==> config.mk <==
export PLATFORM = sky130hd
export DESIGN_NAME = fluorescence_transient_analyzer_flat
export DESIGN_NICKNAME = d
export VERILOG_FILES = /design/src/hdl/fta_pkg.sv /design/src/hdl/fta_intf.sv /design/src/hdl/fluorescence_transient_analyzer.sv /design/src/flat_wrapper.sv
export VERILOG_INCLUDE_DIRS = /design/src /design/src/hdl
export SDC_FILE = /design/constraint.sdc
export NUM_CORES = 1
export LEC_CHECK = 0
export ABC_AREA = 1
export BUFFER_PORTS_ARGS = -buffer_cell sky130_fd_sc_hd__buf_2
export CAP_MARGIN = 20
export CORE_UTILIZATION = 30
export CTS_CLUSTER_DIAMETER = 40
export DETAILED_ROUTE_END_ITERATION = 10
export GPL_ROUTABILITY_DRIVEN = 0
export PLACE_DENSITY_LB_ADDON = 0.3
export SYNTH_ARGS = -nofsm -noshare
export SYNTH_HDL_FRONTEND = slang
export SYNTH_SLANG_ARGS = --single-unit
==> constraint.sdc <==
create_clock -name clk -period 13.6 [get_ports clk]
set_input_delay 1.36 -clock clk [delete_from_list [all_inputs] [get_ports clk]]
set_output_delay 1.36 -clock clk [all_outputs]
set_load 0.01 [all_outputs]
==> src/hdl/fluorescence_transient_analyzer_defines.svh <==
// ---------------------------------------------------------------------------
// Assertion macros for the fluorescence transient analyzer
// Concurrent checks sampled on the rising clock edge, off while in reset.
// ---------------------------------------------------------------------------
`ifndef FLUORESCENCE_TRANSIENT_ANALYZER_DEFINES_SVH
`define FLUORESCENCE_TRANSIENT_ANALYZER_DEFINES_SVH

`ifndef ASSERT_OFF
// Property holds at every edge outside reset.
`define FTA_ASSERT(lbl, clk, rst, prop, msg) \
  lbl: assert property (@(posedge clk) disable iff (rst) (prop)) else $error(msg);
// Condition never holds outside reset.
`define FTA_ASSERT_NEVER(lbl, clk, rst, cond, msg) \
  lbl: assert property (@(posedge clk) disable iff (rst) !(cond)) else $error(msg);
`else
`define FTA_ASSERT(lbl, clk, rst, prop, msg)
`define FTA_ASSERT_NEVER(lbl, clk, rst, cond, msg)
`endif

`endif

==> src/hdl/fta_pkg.sv <==
// ---------------------------------------------------------------------------
// Fluorescence transient analyzer package
// Widths, register indexes and result codes shared by the block.
// ---------------------------------------------------------------------------
`default_nettype none

package fta_pkg;

  localparam int SAMPLE_BITS     = 12;
  localparam int MAX_SAMPLES     = 4096;
  localparam int RATIO_FRAC_BITS = 12;

  localparam int COUNT_BITS     = $clog2(MAX_SAMPLES + 1);
  localparam int RATIO_BITS     = RATIO_FRAC_BITS + 1;
  localparam int TIME_BITS      = 24;
  localparam int MS_BITS        = 8;
  localparam int FO_INDEX_BITS  = 12;
  localparam int LIMIT_BITS     = 13;
  localparam int HEALTH_BITS    = 2;
  localparam int FLAG_BITS      = 4;
  localparam int CFG_INDEX_BITS = 3;
  localparam int CFG_DATA_BITS  = 13;
  localparam int DIV_CNT_BITS   = $clog2(RATIO_FRAC_BITS + 1);
  localparam int US_PER_MS      = 1000;

  // configuration register indexes
  localparam logic [CFG_INDEX_BITS-1:0] CFG_FO_INDEX      = 3'd0;
  localparam logic [CFG_INDEX_BITS-1:0] CFG_J_TIME_MS     = 3'd1;
  localparam logic [CFG_INDEX_BITS-1:0] CFG_I_TIME_MS     = 3'd2;
  localparam logic [CFG_INDEX_BITS-1:0] CFG_POOR_LIMIT    = 3'd3;
  localparam logic [CFG_INDEX_BITS-1:0] CFG_HEALTHY_LIMIT = 3'd4;

  // health classes
  localparam logic [HEALTH_BITS-1:0] HEALTH_POOR     = 2'd0;
  localparam logic [HEALTH_BITS-1:0] HEALTH_MODERATE = 2'd1;
  localparam logic [HEALTH_BITS-1:0] HEALTH_HEALTHY  = 2'd2;

  // capture flag bit positions
  localparam int FLAG_J_FOUND  = 0;
  localparam int FLAG_I_FOUND  = 1;
  localparam int FLAG_FO_MISS  = 2;
  localparam int FLAG_PEAK_ZERO = 3;

endpackage

`default_nettype wire

==> src/hdl/fta_intf.sv <==
// ---------------------------------------------------------------------------
// Fluorescence transient analyzer channels
// Valid/ready channels for samples, results and configuration writes.
// ---------------------------------------------------------------------------
`default_nettype none

interface fta_sample_if import fta_pkg::*; ();
  logic                   valid;
  logic                   ready;
  logic [SAMPLE_BITS-1:0] sample;
  logic [TIME_BITS-1:0]   time_us;
  logic                   last;

  modport source (output valid, sample, time_us, last, input ready);
  modport sink   (input valid, sample, time_us, last, output ready);
endinterface

interface fta_result_if import fta_pkg::*; ();
  logic                   valid;
  logic                   ready;
  logic [SAMPLE_BITS-1:0] fo_level;
  logic [TIME_BITS-1:0]   fo_time;
  logic [SAMPLE_BITS-1:0] fj_level;
  logic [TIME_BITS-1:0]   fj_time;
  logic [SAMPLE_BITS-1:0] fi_level;
  logic [TIME_BITS-1:0]   fi_time;
  logic [SAMPLE_BITS-1:0] peak_level;
  logic [SAMPLE_BITS-1:0] variable_level;
  logic [RATIO_BITS-1:0]  yield_ratio;
  logic [HEALTH_BITS-1:0] health_class;
  logic [FLAG_BITS-1:0]   capture_flags;

  modport source (output valid, fo_level, fo_time, fj_level, fj_time, fi_level, fi_time,
                  peak_level, variable_level, yield_ratio, health_class, capture_flags,
                  input ready);
  modport sink   (input valid, fo_level, fo_time, fj_level, fj_time, fi_level, fi_time,
                  peak_level, variable_level, yield_ratio, health_class, capture_flags,
                  output ready);
endinterface

interface fta_cfg_if import fta_pkg::*; ();
  logic                      valid;
  logic                      ready;
  logic [CFG_INDEX_BITS-1:0] index;
  logic [CFG_DATA_BITS-1:0]  data;

  modport source (output valid, index, data, input ready);
  modport sink   (input valid, index, data, output ready);
endinterface

`default_nettype wire

==> src/hdl/fluorescence_transient_analyzer.sv <==
// ---------------------------------------------------------------------------
// Fluorescence transient analyzer
// Tracks Fo, Fj, Fi and Fm over a run and reports Fv, Fv/Fm and health.
// ---------------------------------------------------------------------------
// For an ordinary sample, counting, peak tracking and the Fo, J and I
// captures all happen at the edge that accepts it. The sample marked last
// is accepted, then Fv is formed on the shared subtractor, then the
// restoring divide of Fv/Fm runs (one quotient bit per cycle on that same
// subtractor), and a last step classifies the ratio and loads the output
// register. The next run starts as soon as the result is
// loaded; if the previous result is still waiting, the block holds until it
// is taken. Configuration writes are always accepted and should land while the
// block is idle.
`default_nettype none

`include "fluorescence_transient_analyzer_defines.svh"

module fluorescence_transient_analyzer import fta_pkg::*; (
  input  wire          clk,
  input  wire          rst,
  fta_cfg_if.sink      cfg,
  fta_sample_if.sink   samples,
  fta_result_if.source results
);

  typedef enum logic [1:0] {
    ST_IDLE,
    ST_FV,
    ST_DIV,
    ST_FINISH
  } state_t;

  state_t state;

  // configuration
  logic [FO_INDEX_BITS-1:0] fo_index;
  logic [MS_BITS-1:0]       j_time_ms;
  logic [MS_BITS-1:0]       i_time_ms;
  logic [LIMIT_BITS-1:0]    poor_limit;
  logic [LIMIT_BITS-1:0]    healthy_limit;

  // run state
  logic [COUNT_BITS-1:0]  sample_count;
  logic [SAMPLE_BITS-1:0] peak_value;
  logic [SAMPLE_BITS-1:0] fo_value;
  logic [TIME_BITS-1:0]   fo_stamp;
  logic                   fo_seen;
  logic [SAMPLE_BITS-1:0] fj_value;
  logic [TIME_BITS-1:0]   fj_stamp;
  logic                   fj_seen;
  logic [SAMPLE_BITS-1:0] fi_value;
  logic [TIME_BITS-1:0]   fi_stamp;
  logic                   fi_seen;

  // divider
  logic [SAMPLE_BITS-1:0]  fv;
  logic [SAMPLE_BITS:0]    rem;
  logic [RATIO_BITS-1:0]   quot;
  logic [DIV_CNT_BITS-1:0] div_cnt;

  // shared subtractor
  logic [SAMPLE_BITS:0]   sub_a;
  logic [SAMPLE_BITS:0]   sub_b;
  logic [SAMPLE_BITS+1:0] sub_diff;
  logic                   sub_borrow;

  logic                   accept;
  logic [TIME_BITS-1:0]   j_lo;
  logic [TIME_BITS-1:0]   i_lo;
  logic                   j_hit;
  logic                   i_hit;
  logic                   fo_hit;
  logic                   div_ge;
  logic [SAMPLE_BITS-1:0] div_rest;
  logic [RATIO_BITS-1:0]  ratio;
  logic [HEALTH_BITS-1:0] health;
  logic                   out_free;

  assign cfg.ready     = 1'b1;
  assign samples.ready = (state == ST_IDLE);
  assign accept        = samples.valid && samples.ready;
  assign out_free      = !results.valid || results.ready;

  // whole-millisecond match as a microsecond window
  assign j_lo  = TIME_BITS'(j_time_ms) * TIME_BITS'(US_PER_MS);
  assign i_lo  = TIME_BITS'(i_time_ms) * TIME_BITS'(US_PER_MS);
  assign j_hit = (samples.time_us >= j_lo) &&
                 (samples.time_us < j_lo + TIME_BITS'(US_PER_MS));
  assign i_hit = (samples.time_us >= i_lo) &&
                 (samples.time_us < i_lo + TIME_BITS'(US_PER_MS));
  assign fo_hit = (sample_count < COUNT_BITS'(MAX_SAMPLES)) &&
                  (sample_count == COUNT_BITS'(fo_index));

  always_comb begin
    if (state == ST_FV) begin
      sub_a = {1'b0, peak_value};
      sub_b = {1'b0, fo_value};
    end else begin
      sub_a = rem;
      sub_b = {1'b0, peak_value};
    end
  end

  assign sub_diff   = {1'b0, sub_a} - {1'b0, sub_b};
  assign sub_borrow = sub_diff[SAMPLE_BITS+1];
  assign div_ge     = !sub_borrow;
  assign div_rest   = div_ge ? sub_diff[SAMPLE_BITS-1:0] : rem[SAMPLE_BITS-1:0];

  assign ratio = (peak_value == '0) ? '0 : quot;

  always_comb begin
    if (ratio < poor_limit) begin
      health = HEALTH_POOR;
    end else if (ratio < healthy_limit) begin
      health = HEALTH_MODERATE;
    end else begin
      health = HEALTH_HEALTHY;
    end
  end

  always_ff @(posedge clk) begin
    if (rst) begin
      fo_index      <= '0;
      j_time_ms     <= MS_BITS'(2);
      i_time_ms     <= MS_BITS'(30);
      poor_limit    <= LIMIT_BITS'(2048);
      healthy_limit <= LIMIT_BITS'(2867);
    end else if (cfg.valid && cfg.ready) begin
      unique case (cfg.index)
        CFG_FO_INDEX:      fo_index      <= cfg.data[FO_INDEX_BITS-1:0];
        CFG_J_TIME_MS:     j_time_ms     <= cfg.data[MS_BITS-1:0];
        CFG_I_TIME_MS:     i_time_ms     <= cfg.data[MS_BITS-1:0];
        CFG_POOR_LIMIT:    poor_limit    <= cfg.data[LIMIT_BITS-1:0];
        CFG_HEALTHY_LIMIT: healthy_limit <= cfg.data[LIMIT_BITS-1:0];
        default: ;
      endcase
    end
  end

  always_ff @(posedge clk) begin
    if (rst) begin
      state         <= ST_IDLE;
      results.valid <= 1'b0;
      sample_count  <= '0;
      peak_value    <= '0;
      fo_value      <= '0;
      fo_stamp      <= '0;
      fo_seen       <= 1'b0;
      fj_value      <= '0;
      fj_stamp      <= '0;
      fj_seen       <= 1'b0;
      fi_value      <= '0;
      fi_stamp      <= '0;
      fi_seen       <= 1'b0;
      div_cnt       <= '0;
    end else begin
      // drop the taken result; ST_FINISH reloads the register itself
      if (results.valid && results.ready && state != ST_FINISH) begin
        results.valid <= 1'b0;
      end
      unique case (state)
        ST_IDLE: begin
          if (accept) begin
            if (sample_count < COUNT_BITS'(MAX_SAMPLES)) begin
              sample_count <= sample_count + 1'b1;
            end
            if (fo_hit) begin
              fo_value <= samples.sample;
              fo_stamp <= samples.time_us;
              fo_seen  <= 1'b1;
            end
            if (samples.sample > peak_value) begin
              peak_value <= samples.sample;
            end
            // a sample that takes J cannot also take I
            if (!fj_seen && j_hit) begin
              fj_value <= samples.sample;
              fj_stamp <= samples.time_us;
              fj_seen  <= 1'b1;
            end else if (!fi_seen && i_hit) begin
              fi_value <= samples.sample;
              fi_stamp <= samples.time_us;
              fi_seen  <= 1'b1;
            end
            if (samples.last) begin
              state <= ST_FV;
            end
          end
        end
        ST_FV: begin
          // clamp Fv at zero when Fo exceeds the peak
          fv      <= sub_borrow ? '0 : sub_diff[SAMPLE_BITS-1:0];
          rem     <= sub_borrow ? '0 : {1'b0, sub_diff[SAMPLE_BITS-1:0]};
          div_cnt <= DIV_CNT_BITS'(RATIO_FRAC_BITS);
          state   <= ST_DIV;
        end
        ST_DIV: begin
          quot <= {quot[RATIO_BITS-2:0], div_ge};
          rem  <= {div_rest, 1'b0};
          if (div_cnt == '0) begin
            state <= ST_FINISH;
          end else begin
            div_cnt <= div_cnt - 1'b1;
          end
        end
        ST_FINISH: begin
          // hold until the output register is free
          if (out_free) begin
            results.valid          <= 1'b1;
            results.fo_level       <= fo_seen ? fo_value : '0;
            results.fo_time        <= fo_seen ? fo_stamp : '0;
            results.fj_level       <= fj_value;
            results.fj_time        <= fj_stamp;
            results.fi_level       <= fi_value;
            results.fi_time        <= fi_stamp;
            results.peak_level     <= peak_value;
            results.variable_level <= (peak_value == '0) ? '0 : fv;
            results.yield_ratio    <= ratio;
            results.health_class   <= health;
            results.capture_flags[FLAG_J_FOUND]   <= fj_seen;
            results.capture_flags[FLAG_I_FOUND]   <= fi_seen;
            results.capture_flags[FLAG_FO_MISS]   <= !fo_seen;
            results.capture_flags[FLAG_PEAK_ZERO] <= (peak_value == '0);
            sample_count <= '0;
            peak_value   <= '0;
            fo_value     <= '0;
            fo_stamp     <= '0;
            fo_seen      <= 1'b0;
            fj_value     <= '0;
            fj_stamp     <= '0;
            fj_seen      <= 1'b0;
            fi_value     <= '0;
            fi_stamp     <= '0;
            fi_seen      <= 1'b0;
            state        <= ST_IDLE;
          end
        end
        default: state <= ST_IDLE;
      endcase
    end
  end

  `FTA_ASSERT_NEVER(a_count_sat, clk, rst, sample_count > COUNT_BITS'(MAX_SAMPLES),
                    "sample count past saturation")
  `FTA_ASSERT(a_run_cleared, clk, rst,
              $rose(results.valid) |-> sample_count == '0 && peak_value == '0 && !fo_seen,
              "run state not cleared with result")
  `FTA_ASSERT(a_ratio_range, clk, rst,
              results.valid |-> results.yield_ratio <= RATIO_BITS'(1 << RATIO_FRAC_BITS) &&
                                results.variable_level <= results.peak_level,
              "ratio or Fv out of range")
  `FTA_ASSERT_NEVER(a_div_cnt, clk, rst, div_cnt > DIV_CNT_BITS'(RATIO_FRAC_BITS),
                    "divide step count out of range")

endmodule

`default_nettype wire

==> src/flat_wrapper.sv <==
// flat-port wrapper written by rule: the top's interface ports become plain ports
module fluorescence_transient_analyzer_flat import fta_pkg::*;
  (clk, rst, cfg_valid, cfg_index, cfg_data, cfg_ready, samples_valid, samples_sample, samples_time_us, samples_last, samples_ready, results_valid, results_fo_level, results_fo_time, results_fj_level, results_fj_time, results_fi_level, results_fi_time, results_peak_level, results_variable_level, results_yield_ratio, results_health_class, results_capture_flags, results_ready);
  fta_cfg_if cfg_i ();
  fta_sample_if samples_i ();
  fta_result_if results_i ();
  input  wire clk;
  input  wire rst;
  input wire logic [$bits(cfg_i.valid)-1:0] cfg_valid;
  input wire logic [$bits(cfg_i.index)-1:0] cfg_index;
  input wire logic [$bits(cfg_i.data)-1:0] cfg_data;
  output wire logic [$bits(cfg_i.ready)-1:0] cfg_ready;
  input wire logic [$bits(samples_i.valid)-1:0] samples_valid;
  input wire logic [$bits(samples_i.sample)-1:0] samples_sample;
  input wire logic [$bits(samples_i.time_us)-1:0] samples_time_us;
  input wire logic [$bits(samples_i.last)-1:0] samples_last;
  output wire logic [$bits(samples_i.ready)-1:0] samples_ready;
  output wire logic [$bits(results_i.valid)-1:0] results_valid;
  output wire logic [$bits(results_i.fo_level)-1:0] results_fo_level;
  output wire logic [$bits(results_i.fo_time)-1:0] results_fo_time;
  output wire logic [$bits(results_i.fj_level)-1:0] results_fj_level;
  output wire logic [$bits(results_i.fj_time)-1:0] results_fj_time;
  output wire logic [$bits(results_i.fi_level)-1:0] results_fi_level;
  output wire logic [$bits(results_i.fi_time)-1:0] results_fi_time;
  output wire logic [$bits(results_i.peak_level)-1:0] results_peak_level;
  output wire logic [$bits(results_i.variable_level)-1:0] results_variable_level;
  output wire logic [$bits(results_i.yield_ratio)-1:0] results_yield_ratio;
  output wire logic [$bits(results_i.health_class)-1:0] results_health_class;
  output wire logic [$bits(results_i.capture_flags)-1:0] results_capture_flags;
  input wire logic [$bits(results_i.ready)-1:0] results_ready;
  assign cfg_i.valid = cfg_valid;
  assign cfg_i.index = cfg_index;
  assign cfg_i.data = cfg_data;
  assign cfg_ready = cfg_i.ready;
  assign samples_i.valid = samples_valid;
  assign samples_i.sample = samples_sample;
  assign samples_i.time_us = samples_time_us;
  assign samples_i.last = samples_last;
  assign samples_ready = samples_i.ready;
  assign results_valid = results_i.valid;
  assign results_fo_level = results_i.fo_level;
  assign results_fo_time = results_i.fo_time;
  assign results_fj_level = results_i.fj_level;
  assign results_fj_time = results_i.fj_time;
  assign results_fi_level = results_i.fi_level;
  assign results_fi_time = results_i.fi_time;
  assign results_peak_level = results_i.peak_level;
  assign results_variable_level = results_i.variable_level;
  assign results_yield_ratio = results_i.yield_ratio;
  assign results_health_class = results_i.health_class;
  assign results_capture_flags = results_i.capture_flags;
  assign results_i.ready = results_ready;
  fluorescence_transient_analyzer u_core (.clk(clk), .rst(rst), .cfg(cfg_i), .samples(samples_i), .results(results_i));
endmodule
==> results.ini <==
[place]
io_buffer_count = 210
place_area_um2 = 22610
dp.cells = 3372
dp_hpwl_mm = 41.19

[sta]
final.setup.tns_ps = 0
max_freq_ghz = 0.1515
period_share_pct = 48.54
skew_ps = 17.30
tightest_slew_ps = 1047
period_minus_slack_ps = 6602
setup_viol = 0
hold_viol = 0
slew-limit-headroom_pct = 29.96
slew_viol_final = 0
rsz0062_at_grt = no

[synth]
netlist-cell-type-count = 45
ys_warn_count = 0
syn_avg_cell_area_um2 = 8.779
ys_seq_area_share_pct = 46.45
synth_seq_cells = 386
synth_cells = 2359
syn-num-nets = 2652
syn_area_um2 = 20710

[clocking]
cts_tree = built
cts_resized = 0
insertion_delay_ps = 600
clk_pin_slew_ps = 50
post_cts_buffers = 0
clock_path_buffers = 3
cts_hold_buf = 0
cts-root-buf = clkbuf_16
clock-sinks = 386
cts_buffers = 66
htree_num_levels = 3

[critical_path]
critPathTopFamily = adder cells
end_kind = flip-flop
slowest_stage = fa_1
critPathMostFrequentCell = nand2_1
path_buf_inv = 4
arrival_ps = 7120
start_kind = flip-flop
required_ps = 14120
path_max_fanout = 53
crit_type = flip-flop to flip-flop
slowest_delay_ps = 540

[die]
die_w_um = 264.7
coreArea_um2 = 67750
io_pins = 212
fp-row-count = 95
start_util_pct = 30.57
dieArea_um2 = 70080
die_height_um = 264.7

[finish]
multi_input_area_um2 = 9472
seqCellArea_um2 = 9619
final_cells = 3498
syn_to_final_growth_pct = 20.45
fillCellCount = 6874
final_area_um2 = 24940
drive_gt1_share_pct = 14.06
diodes = 0
nets = 2864

[worst_hold_path]
hold_path_class = flip-flop to flip-flop

[drt]
drtPass1Iterations = 7
finalWirelength_mm = 56.35
drc = 0
vias = 16460
vias_per_cell = 4.704
first_iter_violations = 1019
drtAntennaViolNets = 0
wl_per_cell_um = 16.11

[power_and_ir_drop]
power_mw = 5.422
intPower_mw = 3.318
power.leakage_nw = 11.49
p_switching_mw = 2.104
p_clk_share_pct = 31.2
peakVddDrop_uv = 89.48
power.density_nw_per_um2 = 217.4
seqPwrFrac_pct = 30.8
comb_power_share_pct = 38.0
swShare_pct = 38.81

[grt]
grt_pass1_vias = 16500
track_usage_pct = 16.14
grt.overflow.total = 0
grt_max_degree = 87
grt_pass1_wl_mm = 88.87
antenna_found_initial = 0

[run_status]
status = completed

[flow_run]
cap_violations = 0

-- layout by cell type (no fill, tap or decap), drive strengths merged, types with 9 or more instances in the layout --
cell / Yosys / final
nand2: 429 / 429
inv: 341 / 360
nor2: 268 / 268
buf: 30 / 226
dfxtp: 197 / 197
ha: 192 / 192
edfxtp: 189 / 189
a21oi: 182 / 182
o21ai: 160 / 160
nand3: 111 / 111
clkbuf: 52 / 77
fa: 43 / 43
xor2: 34 / 34
nor3: 24 / 24
nand4: 21 / 21
xnor2: 17 / 17
o211ai: 12 / 12
clkinv: 0 / 11
a21o: 9 / 9
-- sequential cells by signal, indices dropped and copies added, names as in the netlist, 12 cells and up --
name,cells
u_core.fi_stamp,24
u_core.fj_stamp,24
u_core.fo_stamp,24
u_core.results.fi_time,24
u_core.results.fj_time,24
u_core.results.fo_time,24
u_core.healthy_limit,13
u_core.poor_limit,13
u_core.quot,13
u_core.rem,13
u_core.results.yield_ratio,13
u_core.sample_count,13
u_core.fi_value,12
u_core.fj_value,12
u_core.fo_index,12
u_core.fo_value,12
u_core.fv,12
u_core.peak_value,12
u_core.results.fi_level,12
u_core.results.fj_level,12
u_core.results.fo_level,12
u_core.results.peak_level,12
u_core.results.variable_level,12
-- final timing paths --
path	from	end	slack, ps	cells past startpoint
setup / recovery	u_core.i_time_ms[1]	u_core.fi_stamp[7]	7000	31
hold / removal	u_core.fj_stamp[1]	u_core.results.fj_time[1]	420	0
setup reg to reg	u_core.i_time_ms[1]	u_core.fi_stamp[7]	7000	31
hold reg to reg	u_core.fj_stamp[1]	u_core.results.fj_time[1]	420	0
-- power by group through the flow --
stage	Clock (mW)	Combinational, mW	Sequential (mW)
2_1_floorplan	0	1.54	1.66
3_3_place_gp	0	2.00	1.69
3_5_place_dp	0	2.04	1.70
4_1_cts	1.73	2.06	1.67
5_1_grt	1.78	2.37	1.69
6_report	1.69	2.06	1.67
-- cell usage after synthesis --
master	n	area [µm²]
a211oi_1	7	52.55
a21boi_0	1	7.510
a21o_1	9	67.56
a21oi_1	180	900.9
a21oi_4	2	32.53
a31oi_1	8	50.05
buf_1	4	15.01
buf_2	21	105.1
buf_4	4	30.03
buf_6	1	11.26
clkbuf_1	52	195.2
conb_1	1	3.750
dfxtp_1	197	3944
edfxtp_1	189	5675
fa_1	43	860.8
ha_1	192	2402
inv_1	339	1272
inv_2	1	3.750
inv_4	1	6.260
nand2_1	426	1599
nand2_2	2	12.51
nand2_4	1	11.26
nand3_1	108	540.5
nand3_2	3	30.03
nand3b_1	7	52.55
nand4_1	21	131.4
nor2_1	263	987.2
nor2_2	4	25.02
nor2_4	1	11.26
nor3_1	17	85.08
nor3_2	6	60.06
nor3_4	1	16.27
nor4_1	4	25.02
o2111ai_1	3	26.28
o211ai_1	12	90.09
o21a_1	5	37.54
o21ai_0	159	795.8
o21ai_2	1	8.760
o21bai_1	2	15.01
o221ai_1	1	8.760
o22ai_1	3	18.77
or2_2	5	31.28
or3_1	1	6.260
xnor2_1	17	148.9
xor2_1	34	297.8
-- cells by family after synthesis --
family	Yosys count	synth area share [%]
other	1	0.01811
XOR/XNOR	51	2.157
flip-flops	386	46.45
AO/OA/AOI/OAI	393	10.20
adder cells (fa/ha/maj)	235	15.76
buffers and inverters	423	7.915
AND/OR/NAND/NOR	870	17.50
-- metal layers --
metal / vias to the layer above / track usage, % / share of wire, %
met4: 0 / 5.874 / 2.3
li1: 8197 / - / -
met3: 101 / 2.843 / 5.4
met5: - / 0 / 0
met1: 7725 / 20.64 / 45
met2: 432 / 27.21 / 47
-- metrics by stage --
| stage | setup WS, ps | hold WS [ps] | util, % |
|---|---|---|---|
| after floorplan | 719.3 | 403.0 | - |
| after global placement | 7240 | 414.8 | 33.37 |
| after detailed placement | 7077 | 416.0 | 33.37 |
| after CTS | 7061 | 423.0 | 36.71 |
| after global routing | 6253 | 427.9 | 36.82 |
| final | 6998 | 417.7 | 36.82 |
-- area by class of cell --
type / count / share of cell area [%]
clock inverters: 45 / 2.087
well taps: 873 / 4.379
inverters: 341 / 5.151
flip-flops and latches: 386 / 38.56
repair buffers: 226 / 4.856
multi-input cells: 1550 / 37.97
clock buffers: 77 / 6.992
Note: power is estimated with default switching activity, not from simulation.
